<file path="src/sv/pae_ram.sv">
// ----------------------------------------------------------------------------
// pae_ram
// Generic single-write, single-read RAM with registered read data.
// ----------------------------------------------------------------------------
module pae_ram #(
    parameter int WIDTH = 32,
    parameter int DEPTH = 128
) (
    input  logic                     i_clk,
    input  logic                     i_we,
    input  logic [$clog2(DEPTH)-1:0] i_waddr,
    input  logic [WIDTH-1:0]         i_wdata,
    input  logic [$clog2(DEPTH)-1:0] i_raddr,
    output logic [WIDTH-1:0]         o_rdata
);

    logic [WIDTH-1:0] r_mem [DEPTH];
    logic [WIDTH-1:0] r_rdata;

    always_ff @(posedge i_clk) begin
        if (i_we) begin
            r_mem[i_waddr] <= i_wdata;
        end
        r_rdata <= r_mem[i_raddr];
    end

    assign o_rdata = r_rdata;

endmodule

</file>
<file path="config.mk">
export PLATFORM = sky130hd
export DESIGN_NAME = pae_ram
export DESIGN_NICKNAME = d
export VERILOG_FILES = /design/src/sv/pae_ram.sv
export SDC_FILE = /design/constraint.sdc
export NUM_CORES = 2
export LEC_CHECK = 0
export ABC_AREA = 1
export BUFFER_PORTS_ARGS = -buffer_cell sky130_fd_sc_hd__buf_2
export CELL_PAD_IN_SITES_DETAIL_PLACEMENT = 0
export CELL_PAD_IN_SITES_GLOBAL_PLACEMENT = 1
export CORE_MARGIN = 5
export CORE_UTILIZATION = 50
export CTS_CLUSTER_SIZE = 25
export DETAILED_ROUTE_END_ITERATION = 8
export PLACE_DENSITY_LB_ADDON = 0.15
export SYNTH_ARGS = -nofsm -noshare
export SYNTH_HDL_FRONTEND = slang
export SYNTH_SLANG_ARGS = --single-unit
</file>
<file path="constraint.sdc">
create_clock -name i_clk -period 7 [get_ports i_clk]
set_clock_uncertainty 0.2 [all_clocks]
set_input_delay 1.4 -clock i_clk [delete_from_list [all_inputs] [get_ports i_clk]]
set_output_delay 1.4 -clock i_clk [all_outputs]
set_load 0.02 [all_outputs]
</file>
* Word level (Yosys, flattened, before mapping)
Memory sizes are Yosys's and may differ from the RTL's. A register that Yosys moved wholly into a read port is not among the register bits. Cells that the tools add are included. Widths: inputs -> output; s select.
Storage, ports and cells: bits in writable memories 4096, register bits 0, memories 1, logic and storage cells 3, output and inout port bits 32, bits of input ports 48
Cells by class: muxes and demuxes 2
Memories:
- r_mem | words 128, bits a word 32, rd ports 1, clocked after memory_dff 1, wr ports 1, line 17 | logic [WIDTH-1:0] r_mem [DEPTH];
Operator list (number):
- $mux 1 | 2

* Longest topological paths before layout
depth in word-level cells 2, gate-level depth with buffers 13, depth with buffers taken out 9

* Least setup slack after synthesis
OpenSTA, ideal clock, no wires.
path type input -> register, start point input port i_we, end point memory r_mem[105][0] (enable), path buffers 2, path slack 3.002 ns, arrival 3.377 ns, setup time 0.421 ns, data required time 6.379 ns, stages 4, cell sequence clkbuf_1 nand2_1 clkbuf_1 nor2_1
On the way: longest elaborated chain between the ends 2
RTL lines:
- start, declared | line 10 | input logic i_we,
- $mux 1 | line 21 | if (i_we) begin
- $mux 1 (not written as such) | line 22 | r_mem[i_waddr] <= i_wdata;
- end, declared | line 17
Every way passes these cells.

==> impl_results.md <==
* Max-cap violations at 0
* Crit end category: register
* Pwr per Cell Area at 287 nW/um2
* Tmin final at 4.89 ns
* Post-CTS Resized at 0
* # IOs at 80
* Clock root cell: clkbuf_16
* Total clock sinks at 4128
* Reg clk slew, reported paths at 0.06 ns
* Hold Crit Class: in2reg
* Via count at 109000
* Leakage at 63.6 nW
* Iteration-0 DRC Markers at 15200
* Arr. time, crit path at 5.57 ns
* Final ANT Viol Nets at 0
* Final worst-path cycle share at 69.8%
* Antenna violations before repair at 48
* Clk_lat worst skew at 0.97 ns
* Headroom to the max-slew limit at 13.0%
* Dpl ws at 1.30 ns
* DP Wirelength at 292 mm
* Crit start category: input pin
* Critical path fanouts, max at 155
* Share of layout cells above drive strength 1 at 8.39%
* Fin util at 56.1%
* Run status: complete, no violations
* Starting density of the core at 50.2%
* Synth Warn # at 0
* Number of post-CTS setup repair buffers at 0
* Gr usage total at 30.2%
* Cells after synthesis at 13400
* Post-CTS Hold Fix Bufs at 0
* Routed vias/inst at 6.06
* CTS Buf Count at 427
* CP Class: in2reg
* Critical Path RT at 7.69 ns
* Die area at 341000 um2
* Crit path top cell by count: nand3_1
* Final Hold Fails at 0
* Seq/Total Area, Yosys at 75.1%
* Top-count cell post-synth: nand2_1
* Max VDD drop at 251 uV
* Slowest CP cell: inv_16
* Distinct cells, synth at 15
* Max incr delay on CP at 0.74 ns
* Maximum clock path buffer count at 4
* Synthesized area per cell at 12.3 um2
* Min Hold Slack at 0.585 ns
* Die span in y at 584 um
* RSZ-0062 raised after global routing: no
* Htree depth at 5
* Final net count at 13400
* Cell area after synthesis at 165000 um2
* Leading area contributor after synthesis: edfxtp_1
* DR WL/cell at 29.1 um
* Top cell type's share of synthesized area at 74.7%
* Final WS setup at 2.11 ns
* Seq cells post-synth at 4128
* Number of global-route vias before repair at 103000
* Top post-synthesis cells by area: edfxtp_1 (75%), nand3_1 (12%), nand2_1 (9.5%)
* Drt drc at 0
* CTS tree: done
* FFs w/ async S/R, synth at 0%
* Drt first pass iters at 8
* Row cnt at 210
* First-pass GRT wire length at 750 mm
* Final global-route overflow total at 0
* Max Slew Vio Count at 0
* # setup viols final at 0
* Number of synthesized flops with an enable pin at 4096
* Routability congestion estimate at 0.848
* Number of port buffers at 79
* Max Clock Freq at 205 MHz
* Largest net degree at the start of global routing at 177
* Sum Neg Setup Slack at 0 ns
* Worst slew pin tran at 1.30 ns
* Area grow syn2layout at 11.7%
* Top_reg_cell synth: edfxtp_1
* Cell Chain, Critical Path: buf_12, inv_16, buf_12, buf_4, buf_4, nand2_1, nand3_1, nand3_1, nand3_1, nand3_1, nand3_1, nand3_1, nand2_1
* Syn Nets at 13400
* Die X at 584 um
* Core Footprint at 328000 um2
* Synth top cells by count: nand2_1 (4151), edfxtp_1 (4096), nand3_1 (4035)
* Post-Route WL at 525 mm
## final cells by class
cell class              instances  area, um2
repair buffers                436       3920
flip-flops and latches       4128     124000
clock inverters               240       2090
diodes                         20       50.0
well taps                    4346       5440
inverters                      24        148
multi-input cells            8328      37300
clock buffers                 546      11300
fillers                     26600     144000
## layout by cell type, fill, tap and decap left out
cell type,synthesis,routed
buf_12,0,58
inv_16,0,5
buf_4,86,333
dfxtp_1,32,32
inv_6,0,12
inv_1,20,18
inv_2,2,1
buf_2,602,41
clkinvlp_4,0,6
clkinv_1,0,109
nand2_2,0,8
nor3_1,8,8
diode_2,0,20
clkbuf_8,0,10
buf_8,1,3
clkbuf_16,0,431
clkinv_8,0,9
buf_6,11,1
nor2_4,0,128
inv_8,0,1
nor2_1,134,6
clkbuf_1,109,105
nand3_1,4035,4035
nand2_1,4151,4143
bufinv_16,0,33
edfxtp_1,4096,4096
clkinv_4,0,2
clkinv_2,0,68
## worst max-delay path: cells and delay by family
kind          cells  cell delay (ns)
buf+inv           5             2.03
simple gates      8             1.68
## logic make-up after synthesis
| group | count (synthesis) | share of synthesized area, % |
|---|---|---|
| AND/OR/NAND/NOR | 8328 | 22.1 |
| flip-flops | 4128 | 75.1 |
| buffers and inverters | 933 | 2.84 |
## registers in the layout, summed over array words and instances (netlist names)
name and cells:
o_rdata 32, r_mem 4096
## report_power, final
group | internal (mW) | total [mW] | switching [mW]
combinational | 0.716 | 3.36 | 2.64
sequential | 27.3 | 27.4 | 0.0551
clock | 12.6 | 22.1 | 9.47
## worst paths after layout
kind	end	from	depth (start not counted)	slack [ns]
setup / recovery	o_rdata[20]	i_raddr[0]	13	2.11
hold / removal	r_mem[48][10]	i_wdata[10]	1	0.58
setup reg to reg	o_rdata[15]	r_mem[79][15]	8	4.43
hold reg to reg	o_rdata[30]	r_mem[122][30]	8	0.64
## per-stage QoR
stage / cells / cell area (um2) / total power, mW
2_1_floorplan: 13400 / 165000 / 29.5
3_3_place_gp: 17300 / 170000 / 31.2
3_5_place_dp: 17300 / 170000 / 31.2
4_1_cts: 18000 / 184000 / 53.0
5_1_grt: 18100 / 184000 / 54.3
6_report: 18100 / 184000 / 52.8
## metal layers
layer | track usage, % | vias to the layer above | routed length, um
met4 | 11.5 | 18 | 22600
met2 | 46.1 | 5744 | 238000
met1 | 43.8 | 54900 | 214000
met3 | 5.28 | 848 | 51300
met5 | 0 | - | 116
li1 | - | 48000 | -
Power figures use the tool's default switching activity.
